`config.mk`:
```
export PLATFORM = sky130hd
export DESIGN_NAME = gpio_pin_controller_flat
export DESIGN_NICKNAME = d
export VERILOG_FILES = /design/src/rtl/gpc_pkg.sv /design/src/rtl/gpc_if.sv /design/src/rtl/gpio_pin_controller.sv /design/src/flat_wrapper.sv
export VERILOG_INCLUDE_DIRS = /design/src /design/src/rtl
export SDC_FILE = /design/constraint.sdc
export NUM_CORES = 2
export LEC_CHECK = 0
export ABC_AREA = 1
export ABC_CLOCK_PERIOD_IN_PS = 5600
export BUFFER_PORTS_ARGS = -buffer_cell sky130_fd_sc_hd__buf_2
export CAP_MARGIN = 10
export CORE_MARGIN = 1.5
export CORE_UTILIZATION = 45
export CTS_CLUSTER_DIAMETER = 40
export DETAILED_ROUTE_END_ITERATION = 8
export GPL_ROUTABILITY_DRIVEN = 1
export GPL_TIMING_DRIVEN = 0
export PLACE_DENSITY_LB_ADDON = 0.25
export SLEW_MARGIN = 20
export SYNTH_ARGS = -nofsm -noshare
export SYNTH_HDL_FRONTEND = slang
export SYNTH_SLANG_ARGS = --single-unit
export TNS_END_PERCENT = 50
```
`constraint.sdc`:
```
create_clock -name clk -period 5.6 [get_ports clk]
set_clock_uncertainty 0.1 [all_clocks]
set_input_delay 0.28 -clock clk [delete_from_list [all_inputs] [get_ports clk]]
set_output_delay 0.28 -clock clk [all_outputs]
set_load 0.1 [all_outputs]
```
`src/rtl/gpio_pin_controller_assert.svh`:
```
// Assertion macros shared by the GPIO pin controller RTL.
`ifndef GPIO_PIN_CONTROLLER_ASSERT_SVH
`define GPIO_PIN_CONTROLLER_ASSERT_SVH

// Same-cycle implication, checked on clk and disabled while rst_n is low.
`define GPC_ASSERT_NOW(label, ante, cons) \
  label: assert property (@(posedge clk) disable iff (!rst_n) (ante) |-> (cons)) \
    else $error("gpio_pin_controller: assertion failed");

// Next-cycle implication, checked on clk and disabled while rst_n is low.
`define GPC_ASSERT_NEXT(label, ante, cons) \
  label: assert property (@(posedge clk) disable iff (!rst_n) (ante) |=> (cons)) \
    else $error("gpio_pin_controller: assertion failed");

`endif

```
`src/rtl/gpc_pkg.sv`:
```
// Package for the GPIO pin controller: payload types, commands and register offsets.
`default_nettype none

package gpc_pkg;

  // Payload field types.
  typedef logic [2:0]  cmd_t;
  typedef logic [6:0]  ofs_t;
  typedef logic [31:0] word_t;
  typedef logic [4:0]  pin_t;

  // Default pin count.
  localparam int NUM_PINS_DEF = 32;

  // Command codes.
  localparam cmd_t CMD_READ  = 3'd0;
  localparam cmd_t CMD_WRITE = 3'd1;
  localparam cmd_t CMD_PAD   = 3'd2;
  localparam cmd_t CMD_PER_A = 3'd3;
  localparam cmd_t CMD_PER_B = 3'd4;

  // Register word offsets (byte offset divided by four).
  localparam ofs_t OFS_OWN_SET   = 7'h00;
  localparam ofs_t OFS_OWN_CLR   = 7'h01;
  localparam ofs_t OFS_OWN_RD    = 7'h02;
  localparam ofs_t OFS_OE_SET    = 7'h04;
  localparam ofs_t OFS_OE_CLR    = 7'h05;
  localparam ofs_t OFS_OE_RD     = 7'h06;
  localparam ofs_t OFS_FLT_SET   = 7'h08;
  localparam ofs_t OFS_FLT_CLR   = 7'h09;
  localparam ofs_t OFS_FLT_RD    = 7'h0A;
  localparam ofs_t OFS_ODATA_SET = 7'h0C;
  localparam ofs_t OFS_ODATA_CLR = 7'h0D;
  localparam ofs_t OFS_ODATA     = 7'h0E;
  localparam ofs_t OFS_PDATA_RD  = 7'h0F;
  localparam ofs_t OFS_IMASK_SET = 7'h10;
  localparam ofs_t OFS_IMASK_CLR = 7'h11;
  localparam ofs_t OFS_IMASK_RD  = 7'h12;
  localparam ofs_t OFS_ISTAT_RD  = 7'h13;
  localparam ofs_t OFS_MD_SET    = 7'h14;
  localparam ofs_t OFS_MD_CLR    = 7'h15;
  localparam ofs_t OFS_MD_RD     = 7'h16;
  localparam ofs_t OFS_PU_DIS    = 7'h18;
  localparam ofs_t OFS_PU_EN     = 7'h19;
  localparam ofs_t OFS_PU_RD     = 7'h1A;
  localparam ofs_t OFS_PB_CLR    = 7'h1C;
  localparam ofs_t OFS_PB_SET    = 7'h1D;
  localparam ofs_t OFS_PB_RD     = 7'h1E;
  localparam ofs_t OFS_WE_SET    = 7'h28;
  localparam ofs_t OFS_WE_CLR    = 7'h29;
  localparam ofs_t OFS_WE_RD     = 7'h2A;

endpackage

`default_nettype wire

```
`src/rtl/gpc_if.sv`:
```
// Valid/ready channel interfaces for the GPIO pin controller's input and result beats.
`default_nettype none

interface gpc_in_if;
  logic           valid;
  logic           ready;
  gpc_pkg::cmd_t  cmd;
  gpc_pkg::ofs_t  word_offset;
  gpc_pkg::word_t write_data;
  gpc_pkg::pin_t  pin_index;
  logic           pin_level;

  modport source (output valid, cmd, word_offset, write_data, pin_index, pin_level,
                  input ready);
  modport sink (input valid, cmd, word_offset, write_data, pin_index, pin_level,
                output ready);
endinterface

interface gpc_out_if;
  logic           valid;
  logic           ready;
  gpc_pkg::word_t read_data;
  gpc_pkg::word_t pad_levels;
  logic           irq_out;
  logic           levels_changed;
  logic           bad_access;

  modport source (output valid, read_data, pad_levels, irq_out, levels_changed, bad_access,
                  input ready);
  modport sink (input valid, read_data, pad_levels, irq_out, levels_changed, bad_access,
                output ready);
endinterface

`default_nettype wire

```
`src/rtl/gpio_pin_controller.sv`:
```
// GPIO pin controller top level: register file, pin multiplexer and interrupt status.
//
// Usage: each input beat on in_chan is a bus read, a bus write, or a level change
// on a pad, peripheral A or peripheral B line. Every accepted beat yields exactly
// one result beat on out_chan carrying read data, the pin levels after the beat,
// the interrupt line, a level-change flag and an illegal-offset flag.
// A beat accepted on in_chan is captured in the input register and then in the
// result register, which drives out_chan. Throughput is one beat per cycle while
// the receiver does not stall: the two registers form a two-stage pipeline, and
// all per-pin work is parallel bitwise logic between them.
// A stalled receiver holds the result register; the input register still takes
// one more beat, after which in_chan.ready drops until out_chan.ready returns.
// Reset (rst_n low, synchronous) clears both valid flags and every control and
// status register, so all pins read low and no interrupt is pending.
`default_nettype none

module gpio_pin_controller #(
  parameter int NUM_PINS = gpc_pkg::NUM_PINS_DEF
) (
  input  wire         clk,
  input  wire         rst_n,
  gpc_in_if.sink      in_chan,
  gpc_out_if.source   out_chan
);

  `include "gpio_pin_controller_assert.svh"

  localparam logic [5:0] PIN_LIMIT = 6'(NUM_PINS);

  typedef logic [NUM_PINS-1:0] pins_t;

  // Handshake and pipeline valid flags.
  logic s0_valid_r, s0_valid_nxt;
  logic out_valid_r, out_valid_nxt;
  logic out_free, adv, in_fire;

  // Input register payload.
  gpc_pkg::cmd_t  s0_cmd_r;
  gpc_pkg::ofs_t  s0_ofs_r;
  gpc_pkg::word_t s0_wdata_r;
  gpc_pkg::pin_t  s0_pin_r;
  logic           s0_level_r;

  // Result register payload.
  gpc_pkg::word_t out_rdata_r, out_rdata_nxt;
  gpc_pkg::word_t out_pad_r, out_pad_nxt;
  logic           out_irq_r, out_irq_nxt;
  logic           out_chg_r, out_chg_nxt;
  logic           out_bad_r, out_bad_nxt;

  // Controller state.
  pins_t own_r, own_nxt;
  pins_t oe_r, oe_nxt;
  pins_t flt_r, flt_nxt;
  pins_t odata_r, odata_nxt;
  pins_t pin_data_r, pin_data_nxt;
  pins_t imask_r, imask_nxt;
  pins_t istat_r, istat_nxt;
  pins_t md_r, md_nxt;
  pins_t pu_dis_r, pu_dis_nxt;
  pins_t pb_sel_r, pb_sel_nxt;
  pins_t we_r, we_nxt;
  pins_t pad_lvl_r, pad_lvl_nxt;
  pins_t pa_lvl_r, pa_lvl_nxt;
  pins_t pb_lvl_r, pb_lvl_nxt;

  // Combinational helpers.
  pins_t          wdata;
  pins_t          pin_bit;
  logic [31:0]    pin_onehot;
  logic           pin_ok;
  logic           recompute;
  pins_t          istat_cleared;
  pins_t          own_levels;
  pins_t          per_levels;
  logic           is_stat_rd;

  // Pipeline handshake: the input stage moves on when the result register is free.
  assign out_free      = !out_valid_r || out_chan.ready;
  assign adv           = s0_valid_r && out_free;
  assign in_chan.ready = !s0_valid_r || adv;
  assign in_fire       = in_chan.valid && in_chan.ready;

  always_comb begin
    s0_valid_nxt  = in_fire ? 1'b1 : (adv ? 1'b0 : s0_valid_r);
    out_valid_nxt = adv ? 1'b1 : (out_chan.ready ? 1'b0 : out_valid_r);
  end

  // Decode and register update for the beat in the input register.
  always_comb begin
    own_nxt       = own_r;
    oe_nxt        = oe_r;
    flt_nxt       = flt_r;
    odata_nxt     = odata_r;
    imask_nxt     = imask_r;
    istat_cleared = istat_r;
    md_nxt        = md_r;
    pu_dis_nxt    = pu_dis_r;
    pb_sel_nxt    = pb_sel_r;
    we_nxt        = we_r;
    pad_lvl_nxt   = pad_lvl_r;
    pa_lvl_nxt    = pa_lvl_r;
    pb_lvl_nxt    = pb_lvl_r;
    out_rdata_nxt = '0;
    out_bad_nxt   = 1'b0;
    recompute     = 1'b0;
    wdata         = s0_wdata_r[NUM_PINS-1:0];
    pin_onehot    = 32'd1 << s0_pin_r;
    pin_bit       = pin_onehot[NUM_PINS-1:0];
    pin_ok        = {1'b0, s0_pin_r} < PIN_LIMIT;
    case (s0_cmd_r)
      gpc_pkg::CMD_READ: begin
        case (s0_ofs_r)
          gpc_pkg::OFS_OWN_RD:   out_rdata_nxt = 32'(own_r);
          gpc_pkg::OFS_OE_RD:    out_rdata_nxt = 32'(oe_r);
          gpc_pkg::OFS_FLT_RD:   out_rdata_nxt = 32'(flt_r);
          gpc_pkg::OFS_ODATA:    out_rdata_nxt = 32'(odata_r);
          gpc_pkg::OFS_PDATA_RD: out_rdata_nxt = 32'(pin_data_r);
          gpc_pkg::OFS_IMASK_RD: out_rdata_nxt = 32'(imask_r);
          gpc_pkg::OFS_ISTAT_RD: begin
            // Reading the status returns it and clears it.
            out_rdata_nxt = 32'(istat_r);
            istat_cleared = '0;
          end
          gpc_pkg::OFS_MD_RD:    out_rdata_nxt = 32'(md_r);
          gpc_pkg::OFS_PU_RD:    out_rdata_nxt = 32'(pu_dis_r);
          gpc_pkg::OFS_PB_RD:    out_rdata_nxt = 32'(pb_sel_r);
          gpc_pkg::OFS_WE_RD:    out_rdata_nxt = 32'(we_r);
          default:               out_bad_nxt   = 1'b1;
        endcase
      end
      gpc_pkg::CMD_WRITE: begin
        case (s0_ofs_r)
          gpc_pkg::OFS_OWN_SET:   own_nxt    = own_r | wdata;
          gpc_pkg::OFS_OWN_CLR:   own_nxt    = own_r & ~wdata;
          gpc_pkg::OFS_OE_SET:    oe_nxt     = oe_r | wdata;
          gpc_pkg::OFS_OE_CLR:    oe_nxt     = oe_r & ~wdata;
          gpc_pkg::OFS_FLT_SET:   flt_nxt    = flt_r | wdata;
          gpc_pkg::OFS_FLT_CLR:   flt_nxt    = flt_r & ~wdata;
          gpc_pkg::OFS_ODATA_SET: odata_nxt  = odata_r | wdata;
          gpc_pkg::OFS_ODATA_CLR: odata_nxt  = odata_r & ~wdata;
          // The direct write touches only the bits that write_enable allows.
          gpc_pkg::OFS_ODATA:     odata_nxt  = (odata_r & ~we_r) | (wdata & we_r);
          gpc_pkg::OFS_IMASK_SET: imask_nxt  = imask_r | wdata;
          gpc_pkg::OFS_IMASK_CLR: imask_nxt  = imask_r & ~wdata;
          gpc_pkg::OFS_MD_SET:    md_nxt     = md_r | wdata;
          gpc_pkg::OFS_MD_CLR:    md_nxt     = md_r & ~wdata;
          gpc_pkg::OFS_PU_DIS:    pu_dis_nxt = pu_dis_r | wdata;
          gpc_pkg::OFS_PU_EN:     pu_dis_nxt = pu_dis_r & ~wdata;
          gpc_pkg::OFS_PB_CLR:    pb_sel_nxt = pb_sel_r & ~wdata;
          gpc_pkg::OFS_PB_SET:    pb_sel_nxt = pb_sel_r | wdata;
          gpc_pkg::OFS_WE_SET:    we_nxt     = we_r | wdata;
          gpc_pkg::OFS_WE_CLR:    we_nxt     = we_r & ~wdata;
          default:                out_bad_nxt = 1'b1;
        endcase
        recompute = !out_bad_nxt;
      end
      gpc_pkg::CMD_PAD: begin
        if (pin_ok) begin
          pad_lvl_nxt = s0_level_r ? (pad_lvl_r | pin_bit) : (pad_lvl_r & ~pin_bit);
          recompute   = 1'b1;
        end
      end
      gpc_pkg::CMD_PER_A: begin
        if (pin_ok) begin
          pa_lvl_nxt = s0_level_r ? (pa_lvl_r | pin_bit) : (pa_lvl_r & ~pin_bit);
          recompute  = 1'b1;
        end
      end
      gpc_pkg::CMD_PER_B: begin
        if (pin_ok) begin
          pb_lvl_nxt = s0_level_r ? (pb_lvl_r | pin_bit) : (pb_lvl_r & ~pin_bit);
          recompute  = 1'b1;
        end
      end
      default: begin
        // Unused command codes change nothing.
      end
    endcase
  end

  // Pin multiplexer: owner selects output data, pad input or a peripheral line.
  always_comb begin
    own_levels   = own_nxt & ((oe_nxt & odata_nxt) | (~oe_nxt & pad_lvl_nxt));
    per_levels   = ~own_nxt & ((~pb_sel_nxt & pa_lvl_nxt) | (pb_sel_nxt & pb_lvl_nxt));
    pin_data_nxt = recompute ? (own_levels | per_levels) : pin_data_r;
    istat_nxt    = istat_cleared | (pin_data_r ^ pin_data_nxt);
    out_pad_nxt  = 32'(pin_data_nxt);
    out_irq_nxt  = |(istat_nxt & imask_nxt);
    out_chg_nxt  = pin_data_nxt != pin_data_r;
    is_stat_rd   = (s0_cmd_r == gpc_pkg::CMD_READ) && (s0_ofs_r == gpc_pkg::OFS_ISTAT_RD);
  end

  // Valid flags.
  always_ff @(posedge clk) begin
    if (!rst_n) begin
      s0_valid_r  <= 1'b0;
      out_valid_r <= 1'b0;
    end else begin
      s0_valid_r  <= s0_valid_nxt;
      out_valid_r <= out_valid_nxt;
    end
  end

  // Input register payload.
  always_ff @(posedge clk) begin
    if (in_fire) begin
      s0_cmd_r   <= in_chan.cmd;
      s0_ofs_r   <= in_chan.word_offset;
      s0_wdata_r <= in_chan.write_data;
      s0_pin_r   <= in_chan.pin_index;
      s0_level_r <= in_chan.pin_level;
    end
  end

  // Result register payload.
  always_ff @(posedge clk) begin
    if (adv) begin
      out_rdata_r <= out_rdata_nxt;
      out_pad_r   <= out_pad_nxt;
      out_irq_r   <= out_irq_nxt;
      out_chg_r   <= out_chg_nxt;
      out_bad_r   <= out_bad_nxt;
    end
  end

  // Controller state advances with each beat that moves to the result register.
  always_ff @(posedge clk) begin
    if (!rst_n) begin
      own_r      <= '0;
      oe_r       <= '0;
      flt_r      <= '0;
      odata_r    <= '0;
      pin_data_r <= '0;
      imask_r    <= '0;
      istat_r    <= '0;
      md_r       <= '0;
      pu_dis_r   <= '0;
      pb_sel_r   <= '0;
      we_r       <= '0;
      pad_lvl_r  <= '0;
      pa_lvl_r   <= '0;
      pb_lvl_r   <= '0;
    end else if (adv) begin
      own_r      <= own_nxt;
      oe_r       <= oe_nxt;
      flt_r      <= flt_nxt;
      odata_r    <= odata_nxt;
      pin_data_r <= pin_data_nxt;
      imask_r    <= imask_nxt;
      istat_r    <= istat_nxt;
      md_r       <= md_nxt;
      pu_dis_r   <= pu_dis_nxt;
      pb_sel_r   <= pb_sel_nxt;
      we_r       <= we_nxt;
      pad_lvl_r  <= pad_lvl_nxt;
      pa_lvl_r   <= pa_lvl_nxt;
      pb_lvl_r   <= pb_lvl_nxt;
    end
  end

  // Result channel outputs.
  assign out_chan.valid          = out_valid_r;
  assign out_chan.read_data      = out_rdata_r;
  assign out_chan.pad_levels     = out_pad_r;
  assign out_chan.irq_out        = out_irq_r;
  assign out_chan.levels_changed = out_chg_r;
  assign out_chan.bad_access     = out_bad_r;

  // An illegal access never changes pin levels.
  `GPC_ASSERT_NOW(a_bad_no_change, out_valid_r && out_bad_r, !out_chg_r)

  // The reported pin levels match the stored pin state after each beat.
  `GPC_ASSERT_NEXT(a_pad_matches_state, adv, out_pad_r == 32'(pin_data_r))

  // Only bus reads return nonzero data.
  `GPC_ASSERT_NEXT(a_rdata_only_on_read, adv && (s0_cmd_r != gpc_pkg::CMD_READ),
                   out_rdata_r == '0)

  // Interrupt status bits are lost only through a status read.
  `GPC_ASSERT_NEXT(a_istat_sticky, adv && !is_stat_rd,
                   (istat_r & $past(istat_r)) == $past(istat_r))

  // The interrupt line reflects status and mask after the beat.
  `GPC_ASSERT_NEXT(a_irq_matches_state, adv, out_irq_r == (|(istat_r & imask_r)))

endmodule

`default_nettype wire
```
`src/flat_wrapper.sv`:
```
// flat-port wrapper written by rule: the top's interface ports become plain ports
module gpio_pin_controller_flat 
#(
  parameter int NUM_PINS = gpc_pkg::NUM_PINS_DEF
)
  (clk, rst_n, in_chan_valid, in_chan_cmd, in_chan_word_offset, in_chan_write_data, in_chan_pin_index, in_chan_pin_level, in_chan_ready, out_chan_valid, out_chan_read_data, out_chan_pad_levels, out_chan_irq_out, out_chan_levels_changed, out_chan_bad_access, out_chan_ready);
  gpc_in_if in_chan_i ();
  gpc_out_if out_chan_i ();
  input  wire clk;
  input  wire rst_n;
  input wire logic [$bits(in_chan_i.valid)-1:0] in_chan_valid;
  input wire logic [$bits(in_chan_i.cmd)-1:0] in_chan_cmd;
  input wire logic [$bits(in_chan_i.word_offset)-1:0] in_chan_word_offset;
  input wire logic [$bits(in_chan_i.write_data)-1:0] in_chan_write_data;
  input wire logic [$bits(in_chan_i.pin_index)-1:0] in_chan_pin_index;
  input wire logic [$bits(in_chan_i.pin_level)-1:0] in_chan_pin_level;
  output wire logic [$bits(in_chan_i.ready)-1:0] in_chan_ready;
  output wire logic [$bits(out_chan_i.valid)-1:0] out_chan_valid;
  output wire logic [$bits(out_chan_i.read_data)-1:0] out_chan_read_data;
  output wire logic [$bits(out_chan_i.pad_levels)-1:0] out_chan_pad_levels;
  output wire logic [$bits(out_chan_i.irq_out)-1:0] out_chan_irq_out;
  output wire logic [$bits(out_chan_i.levels_changed)-1:0] out_chan_levels_changed;
  output wire logic [$bits(out_chan_i.bad_access)-1:0] out_chan_bad_access;
  input wire logic [$bits(out_chan_i.ready)-1:0] out_chan_ready;
  assign in_chan_i.valid = in_chan_valid;
  assign in_chan_i.cmd = in_chan_cmd;
  assign in_chan_i.word_offset = in_chan_word_offset;
  assign in_chan_i.write_data = in_chan_write_data;
  assign in_chan_i.pin_index = in_chan_pin_index;
  assign in_chan_i.pin_level = in_chan_pin_level;
  assign in_chan_ready = in_chan_i.ready;
  assign out_chan_valid = out_chan_i.valid;
  assign out_chan_read_data = out_chan_i.read_data;
  assign out_chan_pad_levels = out_chan_i.pad_levels;
  assign out_chan_irq_out = out_chan_i.irq_out;
  assign out_chan_levels_changed = out_chan_i.levels_changed;
  assign out_chan_bad_access = out_chan_i.bad_access;
  assign out_chan_i.ready = out_chan_ready;
  gpio_pin_controller #(.NUM_PINS(NUM_PINS)) u_core (.clk(clk), .rst_n(rst_n), .in_chan(in_chan_i), .out_chan(out_chan_i));
endmodule
```
==> results.md <==
| Group | Parameter | Reported |
|---|---|---|
| timing | Count of final hold-check violations | 0 |
| place | HPWL Detailed | 134000 um |
| power | Power share of the sequential group | 34.9% |
| setup path | Startpoint kind of the worst setup timing path | flip-flop |
| floorplanning | IO Pins | 121 |
| floorplanning | Rows | 95 |
| grt | First-pass GRT wire length | 234000 um |
| logic synthesis | Top cells by instance count after synthesis | sky130_fd_sc_hd__nand2_1, sky130_fd_sc_hd__inv_1, sky130_fd_sc_hd__o21ai_0, sky130_fd_sc_hd__nor2_1, sky130_fd_sc_hd__dfxtp_1 |
| logic synthesis | Nets in the synthesized netlist | 4682 |
| setup path | Highest net fanout along the worst path | 10 |
| setup path | Count of buffering cells on the critical path with inverters included | 1 |
| finish | Final core occ | 54.6% |
| logic synthesis | Synthesized area per cell | 6.65 sq um |
| grt | Global-route usage over all layers | 47.7% |
| logic synthesis | Top flip-flop cell by instance count after synthesis | sky130_fd_sc_hd__dfxtp_1 |
| place | Placement Cell Area | 32600 sq um |
| detailed routing | Post-route DRC violation count | 0 |
| timing | Achievable clock frequency | 219 MHz |
| logic synthesis | Sequential element share of the synthesized area | 40.5% |
| finish | Multi-input combinational cell area | 14800 sq um |
| detailed routing | Vias per cell | 6.05 |
| detailed routing | Detail Route Antenna Nets | 0 |
| finish | Number of fill cells | 6710 |
| clock tree | Clock tree root driver cell | sky130_fd_sc_hd__clkbuf_16 |
| finish | Seq. cell area | 12500 sq um |
| power | Switching part of the total power | 31.1% |
| grt | Overall overflow remaining after global route | 0 |
| logic synthesis | Portion of synthesized cell area occupied by the leading cell type | 29.3% |
| clock tree | Maximum clock path buffer count | 3 |
| detailed routing | Routed vias | 35.6k |
| clock tree | CTS clk-pin slew, worst paths | 0.06 ns |
| logic synthesis | Fraction of synthesis flops using an asynchronous set or reset pin | 0% |
| logic synthesis | Leading post-synthesis cells by cell area | sky130_fd_sc_hd__dfxtp_1, sky130_fd_sc_hd__nand2_1, sky130_fd_sc_hd__edfxtp_1 |
| detailed routing | Number of detailed-route iterations in the first pass | 7 |
| detailed routing | Total wirelength of the detailed-routed design | 171000 um |
| timing | Tcrit/Tclk final | 81.5% |
| setup path | Crit path max-delay cell type | sky130_fd_sc_hd__nor3_2 |
| logic synthesis | Unique cell type count in the Yosys netlist | 38 |
| timing | Slew margin rel. | 0.657% |
| clock tree | Number of buffers added by the clock tree synthesis step | 104 |
| floorplanning | Die Span X | 265 um |
| clock tree | Number of clock sinks seen by CTS | 565 |
| setup path | Critical Setup Path Class | reg2reg |
| logic synthesis | Multiplexer fraction of the synthesized cell area | 0% |
| power | Leakage power summed over all cells | 15.9 nW |
| worst hold path | Classification of the worst-slack hold path | in2reg |
| logic synthesis | Simple-gate portion of the synthesized area | 25.9% |
| logic synthesis | Number of enable-type register cells in the synthesized netlist | 115 |
| power | P per Cell Area | 352 nW/um^2 |
| setup path | Worst path most repeated cell | sky130_fd_sc_hd__nand2_1 |
| setup path | Largest incremental delay on the critical path | 0.80 ns |
| detailed routing | Detailed Route Iter0 Violations | 5771 |
| power | Comb pwr share | 13.9% |
| clock tree | TritonCTS clock tree | done |
| grt | Number of antenna violations at the first check in global routing | 10 |
| setup path | Kind of capture point of the worst setup path | flip-flop |
| power | NetSw | 4.03 mW |
| place | Routability cong. | 1.08 |
| logic synthesis | Cell with the most instances after synthesis | sky130_fd_sc_hd__nand2_1 |
| detailed routing | Average routed wire per standard cell | 29.0 um |
| setup path | Required time at the endpoint of the critical path | 5.90 ns |
| logic synthesis | Area share of xor/xnor cells in the synthesized design | 0% |
| logic synthesis | Fraction of the mapped netlist area in compound gates | 22.3% |
| timing | Setup repair after global routing missed its margin | no |
| finish | Post-layout instance area | 36800 sq um |
| finish | Ratio of cells with drive above 1 in the final layout | 7.82% |
| timing | Hold WS | 0.0805 ns |
| finish | Area overhead of the layout relative to synthesis | 19.4% |
| floorplanning | Die boundary height | 265 um |
| grt | Pin count of the biggest net entering global routing | 49 |
| timing | Shortest clock period the worst path allows after layout | 4.57 ns |
| grt | Via count of the first global-routing pass | 31.1k |
| logic synthesis | Leading area contributor after synthesis | sky130_fd_sc_hd__dfxtp_1 |
| setup path | Endpoint arrival time on the critical path | 4.87 ns |
| power | Worst vdd rail ir drop | 0.305 mV |
| power | Cell Int Power | 8.92 mW |
| run | # Max-Cap Violations | 0 |
| floorplanning | Core Box Area | 67400 sq um |
| floorplanning | Die ar. | 70000 sq um |
| clock tree | Worst skew pair latency | 0.69 ns |
| place | I/O Buffers | 120 |
| setup path | Critical path, cell by cell | nor3_2 > buf_2 > nand2_1 > o21ai_0 > nand2_1 > nand3_1 > nand2_1 > nand3_1 > nand3_1 > nand2_1 > nand2_1 > nor2_1 > nand2_1 > nor2_1 > nand2_1 |
| clock tree | CTS H-Tree Depth | 3 |
| clock tree | Post CTS Setup Buffer Count | 0 |
| logic synthesis | Count of warnings emitted by yosys | 0 |
| logic synthesis | Combinational family with the most area after synthesis | simple AND/OR/NAND/NOR gates |
| timing | Final count of negative-setup-slack endpoints | 0 |
| logic synthesis | FF+latch count, synth | 565 |
| timing | Tightest Pin Transition | 1.49 ns |
| floorplanning | Initial core utilization | 45.7% |
| logic synthesis | Fraction of the mapped netlist area in adder cells | 0% |
| timing | Slew Limit Fails | 0 |
| finish | # nets final | 4964 |
| logic synthesis | Post-Synthesis Cells | 4630 |
| setup path | Kind of cell adding the most delay to the critical path | simple AND/OR/NAND/NOR gates |
| run status | Result of the run | completed |
| logic synthesis | Combined area of all synthesized cells | 30800 sq um |
| power | Fraction of power consumed by the clock network | 51.2% |
-- cell families (layout without fill, tap and decap cells) --
group / Yosys count / count (layout)
AOI/OAI and AO/OA: 1212 / 1212
buffers and inverters: 902 / 1275
DFF: 565 / 565
other: 0 / 9
and+or+nand+nor: 1951 / 1951
-- through the flow --
step | instances | TNS (ns) | worst slack [ns] | total power, mW
floorplan | 4630 | 0 | 1.40 | 5.58
global placement | 5623 | -67.09 | -0.965 | 6.24
finish | 5885 | 0 | 1.03 | 13.0
global route | 5876 | 0 | 1.03 | 13.2
CTS | 5875 | 0 | 1.17 | 12.8
detailed placement | 5628 | 0 | 1.24 | 6.25
-- final timing paths --
kind	end	from	slack [ns]	cells after the start
setup reg to reg	u_core.out_chan.irq_out	u_core.s0_cmd_r[1]	1.03	15
hold / removal	flip-flop	rst_n	0.08	4
setup / recovery	u_core.out_chan.irq_out	u_core.s0_cmd_r[1]	1.03	15
hold reg to reg	flip-flop	flip-flop	0.35	2
-- cell usage in the layout, fill, tap and decap left out, drive strengths merged, types with 5 or more instances in the layout --
cell type	n
a211oi	7
edfxtp	115
nor3	12
diode	9
o21a	21
o211ai	50
nand2	1071
a21oi	320
a22oi	28
a311oi	32
bufinv	10
nand4	90
dlygate4sd3	50
o21ai	569
clkbuf	358
dfxtp	450
inv	613
a31oi	38
o22ai	74
nand3	249
buf	206
a221oi	71
and3	5
clkinv	34
nor2	520
-- power by group through the flow --
stage	Clock [mW]	Combinational [mW]	Sequential, mW
after CTS	6.60	1.70	4.51
after floorplan	0	0.845	4.73
after global placement	0	1.64	4.59
after detailed placement	0	1.66	4.59
after global routing	6.77	1.87	4.53
final	6.64	1.80	4.52
-- layer usage --
layer	wire length [um]	vias up	track usage (%)	share of wire, %
met4	12600	14	29.9	7.4
li1	-	16000	-	-
met3	27200	453	18.8	16
met5	129	-	0	0.075
met1	65300	16300	63.0	38
met2	65600	2786	64.3	38
-- worst min-delay path, cell delays in order --
cell and delay, ns:
sky130_fd_sc_hd__buf_2 0.14, sky130_fd_sc_hd__clkbuf_1 0.23, sky130_fd_sc_hd__o21ai_0 0.13, sky130_fd_sc_hd__a21oi_1 0.04
-- area by class of cell --
type                       instances  area share (%)
antenna                            9          0.0612
buffer                           309            3.45
clock buffer                     129            7.77
clock inverter                    68            2.18
inverter                         593            6.06
multi-input combinational       3163            40.4
sequential                       565            33.9
tap                              873            2.97
timing repair buffer             176            3.24
-- repair_timing --
action | 4_1_cts | 5_1_grt
hold endpoints to repair | 50 | 0
hold buffers | 50 | 0
gates resized for setup | 0 | 0
endpoints found under the setup margin | 0 | 0
Power figures use the tool's default switching activity.
